--- config.mk ---
export PLATFORM = sky130hd
export DESIGN_NAME = bmp24_to_rgb565_stream_decoder
export DESIGN_NICKNAME = d
export VERILOG_FILES = /design/src/bmp_pkg.sv /design/src/bmp24_to_rgb565_stream_decoder.sv /design/src/bmp_core.sv
export SDC_FILE = /design/constraint.sdc
export NUM_CORES = 1
export LEC_CHECK = 0
export BUFFER_PORTS_ARGS = -buffer_cell sky130_fd_sc_hd__buf_2
export CORE_ASPECT_RATIO = 2
export CORE_MARGIN = 2
export CORE_UTILIZATION = 54
export DETAILED_ROUTE_END_ITERATION = 12
export PLACE_DENSITY = 0.74
export SYNTH_ARGS = -nofsm -noshare
export SYNTH_HDL_FRONTEND = slang
export SYNTH_SLANG_ARGS = --single-unit
--- constraint.sdc ---
create_clock -name clk -period 7.3 [get_ports clk]
set_clock_uncertainty 0.2 [all_clocks]
set_input_delay 1.095 -clock clk [delete_from_list [all_inputs] [get_ports clk]]
set_output_delay 1.095 -clock clk [all_outputs]
set_load 0.01 [all_outputs]
--- src/bmp_pkg.sv ---
// Shared types and constants for the BMP 24-bit to RGB565 stream decoder.
package bmp_pkg;

	// Decoder phases.
	typedef enum logic [2:0] {
		PH_IDLE,
		PH_HEADER,
		PH_SKIP,
		PH_PIXEL,
		PH_DONE
	} phase_t;

	// Configuration register indexes.
	localparam int CFG_IDX_W = 3;
	localparam int CFG_DATA_W = 17;
	localparam logic [CFG_IDX_W-1:0] CFG_ORIGIN_X      = 3'd0;
	localparam logic [CFG_IDX_W-1:0] CFG_ORIGIN_Y      = 3'd1;
	localparam logic [CFG_IDX_W-1:0] CFG_TRANSPARENT   = 3'd2;
	localparam logic [CFG_IDX_W-1:0] CFG_SCREEN_WIDTH  = 3'd3;
	localparam logic [CFG_IDX_W-1:0] CFG_SCREEN_HEIGHT = 3'd4;

	// Reset values of the configuration registers.
	localparam logic [16:0] TRANSPARENT_OFF = 17'h1FFFF;
	localparam logic [14:0] SCREEN_W_RST    = 15'd320;
	localparam logic [14:0] SCREEN_H_RST    = 15'd240;

	// File format constants.
	localparam logic [15:0] BMP_SIGNATURE  = 16'h4D42;
	localparam logic [15:0] BMP_DEPTH_24   = 16'd24;
	localparam logic [31:0] CORE_HDR_BYTES = 32'd12;
	localparam logic [31:0] HDR_END_SHORT  = 32'd30;
	localparam logic [31:0] HDR_END_LONG   = 32'd54;

	// Byte positions of the header fields.
	localparam logic [5:0] POS_SIG_LO   = 6'd0;
	localparam logic [5:0] POS_SIG_HI   = 6'd1;
	localparam logic [5:0] POS_OFFSET   = 6'd10;
	localparam logic [5:0] POS_HDR_SIZE = 6'd14;
	localparam logic [5:0] POS_WIDTH    = 6'd18;
	localparam logic [5:0] POS_HEIGHT   = 6'd22;
	localparam logic [5:0] POS_PLANES   = 6'd26;
	localparam logic [5:0] POS_DEPTH    = 6'd28;
	localparam logic [5:0] POS_COMPRESS = 6'd30;
	localparam logic [5:0] POS_HDR_LAST = 6'd53;

	// Status codes.
	localparam logic STATUS_OK     = 1'b0;
	localparam logic STATUS_FORMAT = 1'b1;

	// Configuration as seen by the decoder core.
	typedef struct packed {
		logic [15:0] origin_x;
		logic [15:0] origin_y;
		logic [16:0] transparent_color;
		logic [14:0] screen_width;
		logic [14:0] screen_height;
	} cfg_t;

	// One result item.
	typedef struct packed {
		logic        draw_pixel;
		logic [15:0] pixel_x;
		logic [15:0] pixel_y;
		logic [15:0] pixel_color;
		logic        done_res;
		logic        status;
	} res_t;

endpackage

--- src/bmp24_to_rgb565_stream_decoder.sv ---
// Top level of the BMP 24-bit to RGB565 stream decoder.
//
// The s_ channel carries a BMP file one byte per transfer in file order;
// s_tuser marks the first byte of a new file and restarts the parser.
// The m_ channel carries result items: a pixel to draw (m_tuser[0]) with its
// screen coordinates and RGB565 colour, and m_tlast on the last result of an
// image, with m_tuser[1] giving the status (0 success, 1 unsupported format).
// Header bytes, skipped bytes, padding and transparent pixels give no result.
// Registers are written through cfg_we, cfg_index and cfg_data; the user must
// write them only while idle, which the block itself does not enforce.
// Each byte passes an input register and the parser into the result
// register. One byte is accepted every cycle while the result register is
// free or being taken; the parser handles one byte per step.
// When the receiver stalls, the result register holds and the input register
// fills, after which s_tready drops until the result is taken.
// Reset clears both stages, puts the parser into its idle phase (bytes are
// ignored until a start byte) and loads the register defaults.
module bmp24_to_rgb565_stream_decoder (
	input  logic                               clk,
	input  logic                               arst_n,
	input  logic                               s_tvalid,
	output logic                               s_tready,
	input  logic [7:0]                         s_tdata,   // [7:0] file_byte
	input  logic                               s_tuser,   // [0] start_of_file
	output logic                               m_tvalid,
	input  logic                               m_tready,
	output logic [47:0]                        m_tdata,   // [15:0] pixel_x, [31:16] pixel_y,
	                                                      // [47:32] pixel_color
	output logic [1:0]                         m_tuser,   // [0] draw_pixel, [1] status
	output logic                               m_tlast,   // done_res
	input  logic                               cfg_we,
	input  logic [bmp_pkg::CFG_IDX_W-1:0]      cfg_index,
	input  logic [bmp_pkg::CFG_DATA_W-1:0]     cfg_data
);
	import bmp_pkg::*;

	cfg_t       cfg_q;
	logic       v_s1;
	logic [7:0] byte_s1;
	logic       sof_s1;
	logic       advance;
	logic       step;
	logic       core_valid;
	res_t       core_res;
	logic       out_valid_q;
	res_t       out_q;

	// Configuration register writes.
	always_ff @(posedge clk or negedge arst_n) begin
		if (!arst_n) begin
			cfg_q.origin_x          <= 16'd0;
			cfg_q.origin_y          <= 16'd0;
			cfg_q.transparent_color <= TRANSPARENT_OFF;
			cfg_q.screen_width      <= SCREEN_W_RST;
			cfg_q.screen_height     <= SCREEN_H_RST;
		end else if (cfg_we) begin
			case (cfg_index)
				CFG_ORIGIN_X:      cfg_q.origin_x          <= cfg_data[15:0];
				CFG_ORIGIN_Y:      cfg_q.origin_y          <= cfg_data[15:0];
				CFG_TRANSPARENT:   cfg_q.transparent_color <= cfg_data;
				CFG_SCREEN_WIDTH:  cfg_q.screen_width      <= cfg_data[14:0];
				CFG_SCREEN_HEIGHT: cfg_q.screen_height     <= cfg_data[14:0];
				default: begin
				end
			endcase
		end
	end

	// Handshake: the input stage moves on whenever the result register is free.
	assign advance  = !out_valid_q || m_tready;
	assign step     = v_s1 && advance;
	assign s_tready = !v_s1 || advance;

	// Input register.
	always_ff @(posedge clk or negedge arst_n) begin
		if (!arst_n) begin
			v_s1 <= 1'b0;
		end else if (s_tready) begin
			v_s1 <= s_tvalid;
		end
	end

	always_ff @(posedge clk) begin
		if (s_tvalid && s_tready) begin
			byte_s1 <= s_tdata;
			sof_s1  <= s_tuser;
		end
	end

	// Parser and pixel converter.
	bmp_core u_core (
		.clk       (clk),
		.arst_n    (arst_n),
		.step      (step),
		.data_byte (byte_s1),
		.sof       (sof_s1),
		.cfg       (cfg_q),
		.res_valid (core_valid),
		.res       (core_res)
	);

	// Result register.
	always_ff @(posedge clk or negedge arst_n) begin
		if (!arst_n) begin
			out_valid_q <= 1'b0;
		end else if (advance) begin
			out_valid_q <= step && core_valid;
		end
	end

	always_ff @(posedge clk) begin
		if (step && core_valid) begin
			out_q <= core_res;
		end
	end

	assign m_tvalid = out_valid_q;
	assign m_tdata  = {out_q.pixel_color, out_q.pixel_y, out_q.pixel_x};
	assign m_tuser  = {out_q.status, out_q.draw_pixel};
	assign m_tlast  = out_q.done_res;

endmodule

--- src/bmp_core.sv ---
// Header parser, pixel converter and coordinate generator for one file byte per step.
module bmp_core (
	input  logic          clk,
	input  logic          arst_n,
	input  logic          step,
	input  logic [7:0]    data_byte,
	input  logic          sof,
	input  bmp_pkg::cfg_t cfg,
	output logic          res_valid,
	output bmp_pkg::res_t res
);
	import bmp_pkg::*;

	phase_t      phase_q, phase_d;
	logic [31:0] pos_q, pos_d;
	logic [7:0]  sig_lo_q, sig_lo_d;
	logic [31:0] offset_q, offset_d;
	logic [31:0] hdr_size_q, hdr_size_d;
	logic [15:0] width_q, width_d;
	logic [15:0] height_q, height_d;
	logic        bottom_up_q, bottom_up_d;
	logic [15:0] planes_q, planes_d;
	logic [7:0]  depth_lo_q, depth_lo_d;
	logic        comp_nz_q, comp_nz_d;
	logic [15:0] row_q, row_d;
	logic [16:0] k_q, k_d;
	logic [14:0] col_q, col_d;
	logic [1:0]  tri_q, tri_d;
	logic [7:0]  blue_q, blue_d;
	logic [7:0]  green_q, green_d;

	// Per-step decisions handed to the output logic.
	logic        ev_done, ev_status, ev_draw;

	// Helper values.
	phase_t      cur_phase;
	logic [31:0] cur_pos;
	logic [5:0]  hp;
	logic [1:0]  lane4;
	logic        lane2;
	logic        offscreen;
	logic        active;
	logic [15:0] h_full;
	logic [31:0] hdr_end_pos;
	logic        hdr_bad;
	logic        img_empty;
	logic [14:0] w;
	logic [16:0] row_bytes;
	logic [16:0] k_inc;
	logic [15:0] row_inc;
	logic [15:0] pix_color;
	logic        transparent_hit;
	logic [15:0] disp_row;

	// Values that do not depend on the sequencing below.
	assign cur_phase   = sof ? PH_HEADER : phase_q;
	assign cur_pos     = sof ? 32'd0 : pos_q;
	assign hp          = cur_pos[5:0];
	assign offscreen   = ($signed(cfg.origin_x) >= $signed({1'b0, cfg.screen_width})) ||
		($signed(cfg.origin_y) >= $signed({1'b0, cfg.screen_height}));
	assign active      = sof || (phase_q == PH_HEADER) || (phase_q == PH_SKIP) ||
		(phase_q == PH_PIXEL);
	assign hdr_end_pos = (hdr_size_q > CORE_HDR_BYTES) ? HDR_END_LONG : HDR_END_SHORT;
	assign hdr_bad     = (planes_q != 16'd1) || comp_nz_q || (offset_q < hdr_end_pos);
	assign img_empty   = (width_q == 16'd0) || width_q[15] || (height_q == 16'd0);
	assign h_full      = {data_byte, height_q[7:0]};
	assign w           = width_q[14:0];
	// Row length rounded up to four bytes: (3w + 3) with the low two bits cleared.
	assign row_bytes   = ({2'b00, w} + {1'b0, w, 1'b0} + 17'd3) & ~17'd3;
	assign k_inc       = k_q + 17'd1;
	assign row_inc     = row_q + 16'd1;
	assign pix_color   = {data_byte[7:3], green_q[7:2], blue_q[7:3]};
	assign transparent_hit = (cfg.transparent_color != TRANSPARENT_OFF) &&
		(pix_color == cfg.transparent_color[15:0]);
	assign disp_row    = bottom_up_q ? (height_q - 16'd1 - row_q) : row_q;

	// Next state of the parser and the pixel counters.
	always_comb begin
		phase_d     = phase_q;
		pos_d       = pos_q;
		sig_lo_d    = sig_lo_q;
		offset_d    = offset_q;
		hdr_size_d  = hdr_size_q;
		width_d     = width_q;
		height_d    = height_q;
		bottom_up_d = bottom_up_q;
		planes_d    = planes_q;
		depth_lo_d  = depth_lo_q;
		comp_nz_d   = comp_nz_q;
		row_d       = row_q;
		k_d         = k_q;
		col_d       = col_q;
		tri_d       = tri_q;
		blue_d      = blue_q;
		green_d     = green_q;
		ev_done     = 1'b0;
		ev_status   = STATUS_OK;
		ev_draw     = 1'b0;
		lane4       = 2'(hp - POS_OFFSET);
		lane2       = 1'b0;

		if (step && sof) begin
			// A start byte drops whatever image was in progress.
			phase_d     = PH_HEADER;
			pos_d       = 32'd0;
			offset_d    = 32'd0;
			hdr_size_d  = 32'd0;
			width_d     = 16'd0;
			height_d    = 16'd0;
			bottom_up_d = 1'b1;
			planes_d    = 16'd0;
			depth_lo_d  = 8'd0;
			comp_nz_d   = 1'b0;
			row_d       = 16'd0;
			k_d         = 17'd0;
			col_d       = 15'd0;
			tri_d       = 2'd0;
		end

		if (step && sof && offscreen) begin
			phase_d = PH_DONE;
			ev_done = 1'b1;
		end else if (step && active) begin
			pos_d = (cur_pos == 32'hFFFF_FFFF) ? cur_pos : cur_pos + 32'd1;
			if (cur_phase == PH_HEADER) begin
				// Header bytes, little-endian fields.
				if (hp == POS_SIG_LO) begin
					sig_lo_d = data_byte;
				end else if (hp == POS_SIG_HI) begin
					if ({data_byte, sig_lo_q} != BMP_SIGNATURE) begin
						phase_d   = PH_DONE;
						ev_done   = 1'b1;
						ev_status = STATUS_FORMAT;
					end
				end else if (hp inside {[POS_OFFSET:POS_OFFSET + 6'd3]}) begin
					lane4 = 2'(hp - POS_OFFSET);
					offset_d[{lane4, 3'b000} +: 8] = data_byte;
				end else if (hp inside {[POS_HDR_SIZE:POS_HDR_SIZE + 6'd3]}) begin
					lane4 = 2'(hp - POS_HDR_SIZE);
					hdr_size_d[{lane4, 3'b000} +: 8] = data_byte;
				end else if (hp inside {[POS_WIDTH:POS_WIDTH + 6'd1]}) begin
					lane2 = 1'(hp - POS_WIDTH);
					width_d[{lane2, 3'b000} +: 8] = data_byte;
				end else if (hp == POS_HEIGHT) begin
					height_d[7:0] = data_byte;
				end else if (hp == POS_HEIGHT + 6'd1) begin
					// A negative height means top-down rows; keep the magnitude.
					if (h_full[15]) begin
						bottom_up_d = 1'b0;
						height_d    = 16'd0 - h_full;
					end else begin
						height_d = h_full;
					end
				end else if (hp inside {[POS_PLANES:POS_PLANES + 6'd1]}) begin
					lane2 = 1'(hp - POS_PLANES);
					planes_d[{lane2, 3'b000} +: 8] = data_byte;
				end else if (hp == POS_DEPTH) begin
					depth_lo_d = data_byte;
				end else if (hp == POS_DEPTH + 6'd1) begin
					if ({data_byte, depth_lo_q} != BMP_DEPTH_24) begin
						phase_d   = PH_DONE;
						ev_done   = 1'b1;
						ev_status = STATUS_FORMAT;
					end else if (hdr_size_q <= CORE_HDR_BYTES) begin
						if (hdr_bad) begin
							phase_d   = PH_DONE;
							ev_done   = 1'b1;
							ev_status = STATUS_FORMAT;
						end else if (img_empty) begin
							phase_d = PH_DONE;
							ev_done = 1'b1;
						end else begin
							phase_d = PH_SKIP;
						end
					end
				end else if (hp inside {[POS_COMPRESS:POS_COMPRESS + 6'd3]}) begin
					if (data_byte != 8'd0) begin
						comp_nz_d = 1'b1;
					end
				end else if (hp == POS_HDR_LAST) begin
					if (hdr_bad) begin
						phase_d   = PH_DONE;
						ev_done   = 1'b1;
						ev_status = STATUS_FORMAT;
					end else if (img_empty) begin
						phase_d = PH_DONE;
						ev_done = 1'b1;
					end else begin
						phase_d = PH_SKIP;
					end
				end
			end else if ((cur_phase == PH_PIXEL) || (pos_q == offset_q)) begin
				// Pixel data: BGR triples, then padding to the row length.
				phase_d = PH_PIXEL;
				if (col_q < w) begin
					case (tri_q)
						2'd0: begin
							blue_d = data_byte;
							tri_d  = 2'd1;
						end
						2'd1: begin
							green_d = data_byte;
							tri_d   = 2'd2;
						end
						2'd2: begin
							ev_draw = !transparent_hit;
							tri_d   = 2'd0;
							col_d   = col_q + 15'd1;
						end
						default: begin
							tri_d = 2'd0;
						end
					endcase
				end
				if (k_inc >= row_bytes) begin
					k_d   = 17'd0;
					col_d = 15'd0;
					tri_d = 2'd0;
					row_d = row_inc;
					if (row_inc >= height_q) begin
						phase_d = PH_DONE;
						ev_done = 1'b1;
					end
				end else begin
					k_d = k_inc;
				end
			end
		end
	end

	// Result item built from this step's decisions.
	always_comb begin
		res_valid       = ev_done || ev_draw;
		res.draw_pixel  = ev_draw;
		res.pixel_x     = ev_draw ? (cfg.origin_x + {1'b0, col_q}) : 16'd0;
		res.pixel_y     = ev_draw ? (cfg.origin_y + disp_row) : 16'd0;
		res.pixel_color = ev_draw ? pix_color : 16'd0;
		res.done_res    = ev_done;
		res.status      = ev_done ? ev_status : STATUS_OK;
	end

	// Control state.
	always_ff @(posedge clk or negedge arst_n) begin
		if (!arst_n) begin
			phase_q     <= PH_IDLE;
			pos_q       <= 32'd0;
			offset_q    <= 32'd0;
			hdr_size_q  <= 32'd0;
			width_q     <= 16'd0;
			height_q    <= 16'd0;
			bottom_up_q <= 1'b1;
			planes_q    <= 16'd0;
			depth_lo_q  <= 8'd0;
			comp_nz_q   <= 1'b0;
			row_q       <= 16'd0;
			k_q         <= 17'd0;
			col_q       <= 15'd0;
			tri_q       <= 2'd0;
		end else begin
			phase_q     <= phase_d;
			pos_q       <= pos_d;
			offset_q    <= offset_d;
			hdr_size_q  <= hdr_size_d;
			width_q     <= width_d;
			height_q    <= height_d;
			bottom_up_q <= bottom_up_d;
			planes_q    <= planes_d;
			depth_lo_q  <= depth_lo_d;
			comp_nz_q   <= comp_nz_d;
			row_q       <= row_d;
			k_q         <= k_d;
			col_q       <= col_d;
			tri_q       <= tri_d;
		end
	end

	// Byte holding registers for the signature and the partial pixel.
	always_ff @(posedge clk) begin
		sig_lo_q <= sig_lo_d;
		blue_q   <= blue_d;
		green_q  <= green_d;
	end

endmodule

[Word level (Yosys, flattened, before mapping)]
Index checks and enable logic that the tools add are counted.
Storage, ports and cells
  bits in read-only memories: 0
  latch bits: 0
  memory bits (writable): 0
  output and inout port bits: 53
  register bits after elaboration: 372
  memories kept: 0
  logic and storage cells: 346
Operators by class
  multiply operators: 0
  equal/unequal tests: 25
  reduce and logical (&&, ||, !) cells: 42
  add/subtract/negate cells: 19
  bitwise operators: 4
  mux-type cells: 197
  div/mod/pow operators: 0
  shifts and indexed selects: 8
  magnitude comparators: 18
Operators with widths (count)
  2-to-1 mux 32 bit: 20
  2-to-1 mux 16 bit: 39
  2-to-1 mux 15 bit: 8
  2-to-1 mux 8 bit: 15
  2-to-1 mux 17 bit: 6
  2-to-1 mux 3 bit: 25
  2-to-1 mux 1 bit: 71
  bitwise mux 32 bit: 2
  variable shift 8 x 7 -> 32 bit (first input constant): 2
  indexed part select 8 x 7 -> 32 bit: 2
  greater-or-equal comparator 16 bit: 3
  adder 32 x 1 -> 32 bit (second input constant): 1
  bitwise mux 16 bit: 2
  equality test 32 bit: 1
  equality test 32 bit (second input constant): 1
  greater-than comparator 32 x 4 -> 1 bit (second input constant): 1
  less-or-equal comparator 32 x 4 -> 1 bit (second input constant): 1
  logical NOT 16 bit: 2
  < comparator 32 bit: 1
  variable shift 8 x 6 -> 16 bit (first input constant): 2
  indexed part select 8 x 6 -> 16 bit: 2
  equality test 6 x 5 -> 1 bit (second input constant): 4
  greater-or-equal comparator 6 x 5 -> 1 bit (second input constant): 3
  less-or-equal comparator 6 x 5 -> 1 bit (second input constant): 3
  other kinds (47): 96

[Depth between registers and ports, before layout]
Gate-level depths: netlist (run 1).
  depth after elaboration: 22
  mapped depth: 22
  depth with buffers taken out: 20

[Modules after synthesis]
A second synthesis (run 1) with hierarchy kept.
Second synthesis, totals
  cell total of the unflattened synthesis: 2236
  area, all modules: 22247.6 µm²
By module, submodules not included
  bmp_core: times used 1, seq. area each 5751.8 µm², cells an instance 1995, area each 17296.6 µm²
  bmp24_to_rgb565_stream_decoder: times used 1, seq. area each 3857.4 µm², cells an instance 241, area each 4951.0 µm²

[Worst setup path before layout (run 1)]
Ideal clock, no wire load.
  kind: register -> register
  from: reg u_core.width_q[1]
  to: reg out_q (netlist bit m_tdata[0]), enable pin
  data required time: 6.683 ns
  path slack: 1.238 ns
  arrival time: 5.445 ns
  path buffers: 0
  cell stages (with the launch flop): 19
  period minus slack after synthesis: 6.062 ns
  cell sequence: dfrtp_1 -> ha_1 -> ha_1 -> a31o_2 -> a21oi_1 -> o21ai_1 -> o211ai_1 -> o22ai_1 -> nor4_1 -> nor3_1 -> xnor2_1 -> ha_1 -> and4_1 -> o21ai_1 -> nor4b_1 -> o211ai_1 -> a211oi_1 -> a311o_1 -> nand2b_1
On the way
  longest elaborated chain between the ends: 22
  elaborated cells between the ends (all ways): 35
  classes of those cells: add/sub: 2; order compare: 2; mux: 26; reduce/logical: 5
Ends and longest elaborated chain
  start: declaration: line bmp_core.sv:19  | logic [15:0] width_q, width_d;
  start signal: assignment: line bmp_core.sv:264  | width_q <= width_d;
  branches (longest 17 deep; another with adder 15 x 16 -> 17 bit)
  2-to-1 mux 1 bit *: line bmp_core.sv:125  | if (cur_phase == PH_HEADER) begin
  2-to-1 mux 1 bit *: line bmp_core.sv:123  | end else if (step && active) begin
  2-to-1 mux 1 bit *: line bmp_core.sv:120  | if (step && sof && offscreen) begin
  via u_core.ev_done: line bmp_core.sv:33  | logic ev_done, ev_status, ev_draw;
  logical OR 1 bit *: line bmp_core.sv:233  | res_valid = ev_done || ev_draw;
  logical AND 1 bit *: line bmp24_to_rgb565_stream_decoder.sv:112  | if (step && core_valid) begin
  end signal: assignment: line bmp24_to_rgb565_stream_decoder.sv:113  | out_q <= core_res;
  end: declaration: line bmp24_to_rgb565_stream_decoder.sv:46  | res_t out_q;
Mark *: on every way through the listed nets, which the timed path passes.
A chain may end at the register's enable or synchronous reset.

[Worst setup path in the final report (run 1)]
  from: reg u_core.width_q[1]
  to: reg out_q (netlist bit m_tdata[2]), enable pin
Same word-level chain as after synthesis.

==> results of run 1 <==
==> through the flow <==
stage / cells / utilization (%) / power, mW / setup slack (ns)
final: 2895 / 60.27 / 6.250 / 1.242
after detailed placement: 2829 / 57.09 / 4.239 / 1.360
after global routing: 2895 / 60.27 / 6.542 / 0.8665
after floorplan: 2295 / - / 3.710 / 1.238
after global placement: 2829 / 57.09 / 4.180 / 1.528
after CTS: 2895 / 60.27 / 6.258 / 1.370
==> kinds of logic after synthesis <==
| kind of cell | share of synthesized area, % |
|---|---|
| buffers and inverters | 3.958 |
| AOI/OAI and AO/OA | 15.49 |
| DFF | 43.68 |
| xor gates and xnor gates | 5.215 |
| and+or+nand+nor | 17.77 |
| adders and majority gates | 9.770 |
| muxes | 4.129 |
==> placed cells by master (no fill, tap or decap), types with 16 or more instances in the layout <==
cell type / count
a21o_1: 29
a21oi_1: 103
a22o_1: 41
a31oi_1: 21
and2_1: 23
and3_1: 35
buf_2: 85
buf_4: 20
clkbuf_16: 39
dfrtp_1: 264
dfstp_2: 24
edfxtp_1: 79
ha_1: 167
inv_1: 121
mux2_2: 62
mux2i_1: 21
nand2_1: 237
nand2b_1: 20
nand3_1: 111
nand4_1: 39
nor2_1: 124
nor2b_1: 21
nor3_1: 50
nor4_1: 36
o211ai_1: 22
o21ai_0: 100
o21ai_1: 86
o31ai_1: 26
or3_1: 16
xnor2_1: 94
xor2_1: 37
==> layout make-up <==
| cell class | instances | area (sq um) | area share (%) |
|---|---|---|---|
| Sequential cell | 367 | 9609 | 39.66 |
| Tap cell | 530 | 663.1 | 2.737 |
| Clock buffer | 49 | 1064 | 4.389 |
| Timing Repair Buffer | 108 | 630.6 | 2.602 |
| Multi-Input combinational cell | 1701 | 11590 | 47.84 |
| Clock inverter | 17 | 211.5 | 0.8726 |
| Inverter | 123 | 461.7 | 1.905 |
==> flip-flops by register name (all words and copies together), names as in the netlist, 17 cells and up <==
signal	count
u_core.pos_q	32
m_tdata	48
u_core.offset_q	32
u_core.k_q	17
u_core.hdr_size_q	32
cfg_q	79
==> power groups by stage <==
stage	Sequential (mW)	Clock, mW	Combinational, mW
final	2.57	2.02	1.66
after global routing	2.59	2.11	1.84
after CTS	2.56	2.04	1.65
after detailed placement	2.60	0	1.64
after global placement	2.59	0	1.59
after floorplan	2.57	0	1.14
==> worst max-delay path, cell delays in order, from the launching register on <==
cell	delay, ns
dfrtp_1	0.44
ha_1	0.32
ha_1	0.32
a31o_2	0.25
a21oi_1	0.32
o21ai_1	0.16
o211ai_1	0.27
o22ai_1	0.16
nor4_1	0.18
nor3_1	0.12
xnor2_1	0.14
ha_1	0.31
and4_1	0.19
o21ai_1	0.10
nor4b_1	0.61
o211ai_1	0.34
a211oi_1	0.46
a311o_1	0.27
nand2b_2	0.23
buf_12	0.28
==> metal layers <==
metal,global-route usage (%),vias up,routed length (microns)
met4,19.03,2,4451
met5,0,-,9
met2,54.41,609,32510
li1,-,8391,-
met1,31.05,8634,22120
met3,3.402,226,2683
==> worst max-delay path by stage <==
| stage | end | from | depth (start not counted) |
|---|---|---|---|
| 2_1_floorplan | m_tdata[0]$_SDFFCE_PN0P_ | u_core.width_q[1]$_DFF_PN0_ | 18 |
| 3_3_place_gp | m_tdata[12]$_SDFFCE_PN0P_ | u_core.width_q[2]$_DFF_PN0_ | 19 |
| 3_5_place_dp | m_tdata[11]$_SDFFCE_PN0P_ | u_core.width_q[2]$_DFF_PN0_ | 19 |
| 4_1_cts | m_tdata[2]$_SDFFCE_PN0P_ | u_core.width_q[2]$_DFF_PN0_ | 19 |
| 5_1_grt | m_tdata[9]$_SDFFCE_PN0P_ | u_core.width_q[1]$_DFF_PN0_ | 19 |
| 6_report | m_tdata[2]$_SDFFCE_PN0P_ | u_core.width_q[1]$_DFF_PN0_ | 19 |
==> run summary, run 1 <==
CTS hold repair buffers: 0
Final Setup Violations: 0
sequential power share: 41.1%
Placer Congestion: 0.9659
sw power: 2.088 mW
Inserted Diodes: 0
first-pass GRT wire length: 97680 microns
setup bufs post-CTS: 0
Initial Utilization: 54.72%
total gr overflow: 0
Final Hold Fails: 0
RSZ-0062 raised after global routing: false
via/cell ratio: 6.170
main flop type after synthesis: dfrtp_1
Max Cap Viol: 0
Worst EP arrival: 6.08 ns
Clock Tree Buf Depth: 3
per-cell routed wire length: 21.34 microns
reg2reg setup slack: 1.24 ns
Detailed Route Iter0 Violations: 1253
vias in the first global route: 18090
Port-buffer cells: 86
status: complete, no violations
WHS: 0.3056 ns
layout cells sized above 1: 12.43%
Reg-to-Reg Start: u_core.width_q[1]$_DFF_PN0_
Worst slew margin: 22.02%
Clock Power Share: 32.3%
flops & latches, synth: 367
largest net degree at the start of global routing: 171
Net Sw Frac: 33.41%
worst r2r path cells: 19
crit path capture type: register
Cell Pwr Density: 257.9 mW/mm^2
Core Region: 0.04021 sq mm
Cell Area, Placed: 0.02296 sq mm
DRC viols: 0
initial antenna violation count: 1
Die Ht: 289.5 microns
fin crit share: 82.99%
Clock transition at path regs: 0.07 ns
worst slew pin tran: 1.168 ns
worst hold path depth: 2
Top-Level Pins: 87
setup TNS: 0 ns
total CTS buffers: 36
crit-path max FO: 47
synthesized cell area: 0.02200 sq mm
Final min period: 6.058 ns
post-synthesis sequential area ratio: 43.68%
GRT Resource Usage Total: 29.25%
wirelength, routed: 61770 microns
cell area after layout: 0.02423 sq mm
fill count: 3367
area grow syn2layout: 10.14%
Layout Nets: 2541
Via Count: 17860
largest area contributor in the netlist: dfrtp_1
DP HPWL: 45040 microns
crit start category: register
count of pins over their slew limit: 0
Critical R2R Capture: m_tdata[2]$_SDFFCE_PN0P_
Synth cell types: 82
CTS tree: yes
chip width: 146.7 microns
clk sinks: 367
Int Power: 4.162 mW
Lkg Pwr: 10.47 nW
Hold EP: cfg_q[7]$_DFFE_PN1P_
Worst Hold Class: register to register
VDD IR-drop max: 0.0001626 V
CTS resizes: 0
hold path start: cfg_q[7]$_DFFE_PN1P_
Worst-Skew Late Latency: 0.55 ns
critical path class: register to register
Detail Route Antenna Nets: 0
Post-synth EDFFs: 79
Peak Freq: 165.1 MHz
syn_nets: 2499
DIE AREA: 0.04247 sq mm
clock tree root buffer cell: clkbuf_16
ys async rst share: 78.47%
H-tree levels: 2
Synth warnings: 0
DRT Pass-1 Iters: 5
CP required: 7.32 ns
Synth top cells by count: 264 x dfrtp_1, 238 x nand2_1, 167 x ha_1
count leader, synth: dfrtp_1
Mapped Cells: 2295
row cnt: 104
Synth top area share: 30.03%
top cells by area, synth: dfrtp_1 30%, edfxtp_1 11%, ha_1 9.5%
logic gate share of total power: 26.6%
Avg Cell Area, Syn: 9.587 sq um
Power figures use the tool's default switching activity.
==> run 2: changes to the inputs <==
ABC_AREA = 1   (was not set)
clock period = 6 ns   (was 7.3 ns; I/O delays follow)
==> run summary, run 2 <==
status: complete, no violations (unchanged)
Worst EP arrival: 5.28 ns (was 6.08 ns)
synthesized cell area: 0.02377 sq mm (was 0.02200 sq mm)
Synth top cells by count: 580 x nand2_1, 401 x inv_1, 264 x dfrtp_1 (was 264 x dfrtp_1, 238 x nand2_1, 167 x ha_1)
max FFs per register: 79 (unchanged)
crit-path most repeated cell: nand2_1 (was ha_1)
syn_nets: 3189 (was 2499)
main flop type after synthesis: dfrtp_1 (unchanged)
Multi-input gate area: 0.01209 sq mm (was 0.01159 sq mm)
Inserted Diodes: 0 (unchanged)
post-synthesis sequential area ratio: 40.43% (was 43.68%)
CP required: 6.01 ns (was 7.32 ns)
most frequent cells in the layout: 580 x nand2_1, 400 x inv_1, 264 x dfrtp_1 (was 264 x dfrtp_1, 237 x nand2_1, 167 x ha_1)
WP buf/inv: 3 (was 1)
DRT Pass-1 Iters: 8 (was 5)
Top-Level Pins: 87 (unchanged)
VDD IR-drop max: 0.0002400 V (was 0.0001626 V)
Clock Tree Buf Depth: 3 (unchanged)
CTS resizes: 0 (unchanged)
clk sinks: 367 (unchanged)
Layout Nets: 3246 (was 2541)
Initial Utilization: 54.80% (was 54.72%)
H-tree levels: 2 (unchanged)
Lkg Pwr: 12.58 nW (was 10.47 nW)
per-cell routed wire length: 20.77 microns (was 21.34 microns)
Peak Freq: 189.9 MHz (was 165.1 MHz)
DP Worst Slack: 0.7484 ns (was 1.360 ns)
Die Ht: 300.7 microns (was 289.5 microns)
critical path class: register to register (unchanged)
largest net degree at the start of global routing: 102 (was 171)
row cnt: 108 (was 104)
final core occ: 59.52% (was 60.27%)
first-pass GRT wire length: 116100 microns (was 97680 microns)
Worst Hold Class: primary input to asynchronous set/reset pin (was register to register)
ys async rst share: 78.47% (unchanged)
Placer Congestion: 0.9824 (was 0.9659)
chip width: 152.4 microns (was 146.7 microns)
critical path's top delay family: simple AND/OR/NAND/NOR gates (was compound AO/OA/AOI/OAI gates)
Top reg by flops: cfg_q (unchanged)
wirelength, routed: 75130 microns (was 61770 microns)
worst slew pin tran: 1.079 ns (was 1.168 ns)
CTS tree: yes (unchanged)
Max Cap Viol: 0 (unchanged)
layout cells sized above 1: 8.572% (was 12.43%)
CTS hold repair buffers: 0 (unchanged)
top cells by area, synth: dfrtp_1 28%, edfxtp_1 10%, nand2_1 9.2% (was dfrtp_1 30%, edfxtp_1 11%, ha_1 9.5%)
Port-buffer cells: 86 (unchanged)
GRT Resource Usage Total: 32.33% (was 29.25%)
setup bufs post-CTS: 0 (unchanged)
Avg Cell Area, Syn: 7.963 sq um (was 9.587 sq um)
largest area contributor in the netlist: dfrtp_1 (unchanged)
Synth warnings: 0 (unchanged)
Final min period: 5.265 ns (was 6.058 ns)
Final Setup Violations: 0 (unchanged)
commonest non-fill, non-tap cell in the layout: nand2_1 (was dfrtp_1)
setup TNS: 0 ns (unchanged)
total gr overflow: 0 (unchanged)
initial antenna violation count: 0 (was 1)
fin crit share: 87.74% (was 82.99%)
crit start category: register (unchanged)
flops & latches, synth: 367 (unchanged)
Detailed Route Iter0 Violations: 1417 (was 1253)
fill count: 3915 (was 3367)
total CTS buffers: 36 (unchanged)
Post-synth EDFFs: 79 (unchanged)
Clock transition at path regs: 0.07 ns (about the same)
Final Hold Fails: 0 (unchanged)
clock tree root buffer cell: clkbuf_16 (unchanged)
DP HPWL: 57400 microns (was 45040 microns)
via/cell ratio: 5.935 (was 6.170)
count leader, synth: nand2_1 (was dfrtp_1)
register area: 0.009609 sq mm (unchanged)
DIE AREA: 0.04581 sq mm (was 0.04247 sq mm)
crit-path cells: inv_1, ha_1, ha_1, nand2_1, o21ai_0, a21oi_1, o21ai_0, nand3_1, o2111ai_1, xor2_1, ha_1, nand4_1, nor2_1, nand4_1, nand3_1, nand2_1, nor2_4, nand2_1, nand2_1, inv_1, nand3_2, buf_12 (was ha_1, ha_1, a31o_2, a21oi_1, o21ai_1, o211ai_1, o22ai_1, nor4_1, nor3_1, xnor2_1, ha_1, and4_1, o21ai_1, nor4b_1, o211ai_1, a211oi_1, a311o_1, nand2b_2, buf_12)
crit path capture type: register (unchanged)
Core Region: 0.04338 sq mm (was 0.04021 sq mm)
Worst-Skew Late Latency: 0.55 ns (about the same)
Synth cell types: 72 (was 82)
Cell Pwr Density: 353.7 mW/mm^2 (was 257.9 mW/mm^2)
Worst slew margin: 27.78% (was 22.02%)
smallest setup slack after layout: 0.7353 ns (was 1.242 ns)
DRC viols: 0 (unchanged)
Detail Route Antenna Nets: 0 (unchanged)
Via Count: 21470 (was 17860)
area grow syn2layout: 8.617% (was 10.14%)
Mapped Cells: 2985 (was 2295)
vias in the first global route: 21890 (was 18090)
crit-path max FO: 51 (was 47)
Synth top area share: 27.79% (was 30.03%)
count of pins over their slew limit: 0 (unchanged)
RSZ-0062 raised after global routing: false (unchanged)
critical path's largest stage delay: 0.47 ns (was 0.61 ns)
slowest stage cell on the critical path: o21ai_0 (was nor4b_1)
-- run 2: cell count changes after synthesis, sizes merged, moves of 46 or more --
cell / delta
inv: +296
nor2: +143
a21oi: +87
mux2: -60
o21ai: +103
nand2: +359
clkbuf: -46
-- run 2: cell families after synthesis --
| logic type | after synthesis | synth area share [%] |
|---|---|---|
| AO/OA/AOI/OAI | 641 | 15.27 |
| multiplexers | 2 | 0.09474 |
| adder cells (fa/ha/maj) | 170 | 9.043 |
| buffers and inverters | 507 | 8.754 |
| XOR/XNOR | 126 | 4.643 |
| AND/OR/NAND/NOR | 1172 | 21.77 |
| flip-flops | 367 | 40.43 |
-- run 2: area by class of cell --
| type | instances | share of cell area (%) |
|---|---|---|
| repair buffers | 104 | 2.326 |
| multi-input cells | 2111 | 46.81 |
| well taps | 550 | 2.665 |
| clock inverters | 15 | 0.8578 |
| clock buffers | 49 | 3.916 |
| flip-flops and latches | 367 | 37.22 |
| inverters | 422 | 6.208 |
-- run 2: worst register-to-register path, delay by kind of cell (launching register included) --
| kind | cells | cell delay (ns) |
|---|---|---|
| xor gates and xnor gates | 1 | 0.12 |
| AOI/OAI and AO/OA | 4 | 1.12 |
| and+or+nand+nor | 11 | 1.60 |
| DFF | 1 | 0.40 |
| buffers and inverters | 3 | 0.51 |
| adders and majority gates | 3 | 0.96 |
-- run 2: final timing paths --
| path | to | cells after the start | from | slack, ns |
|---|---|---|---|---|
| setup / recovery | m_tdata[1]$_SDFFCE_PN0P_ | 22 | u_core.width_q[2]$_DFF_PN0_ | 0.74 |
| hold / removal | u_core.k_q[14]$_DFF_PN0_ | 1 | arst_n | 0.17 |
| setup reg to reg | m_tdata[1]$_SDFFCE_PN0P_ | 22 | u_core.width_q[2]$_DFF_PN0_ | 0.74 |
| hold reg to reg | cfg_q[11]$_DFFE_PN0P_ | 2 | cfg_q[11]$_DFFE_PN0P_ | 0.28 |
| max in group asynchronous | cfg_q[20]$_DFFE_PN0P_ | 2 | arst_n | 4.10 |
| min in group clk | cfg_q[11]$_DFFE_PN0P_ | 2 | cfg_q[11]$_DFFE_PN0P_ | 0.28 |
-- run 2: per-layer routing --
layer,vias up,global-route usage [%],part of all wire [%]
li1,10100,-,-
met1,10180,30.82,33
met2,874,62.00,53
met3,321,3.166,4.5
met4,0,26.23,9.4
met5,-,0,0
-- run 2: stage by stage --
stage	power, mW	hold slack [ns]	cell area [sq um]	cells
detailed placement	6.673	0.2732	24590	3554
global route	9.658	0.2531	25820	3618
CTS	9.120	0.2159	25820	3618
finish	9.133	0.1670	25820	3618
floorplan	5.605	0.2507	23770	2985
global placement	6.575	0.2674	24590	3554
-- run 2: power by group --
group	total [mW]	leakage, nW	internal (mW)	switching (mW)
sequential	3.27	4.56	2.91	0.354
clock	2.43	0.594	1.41	1.02
combinational	3.44	7.43	1.10	2.34
total	9.13	12.6	5.42	3.72
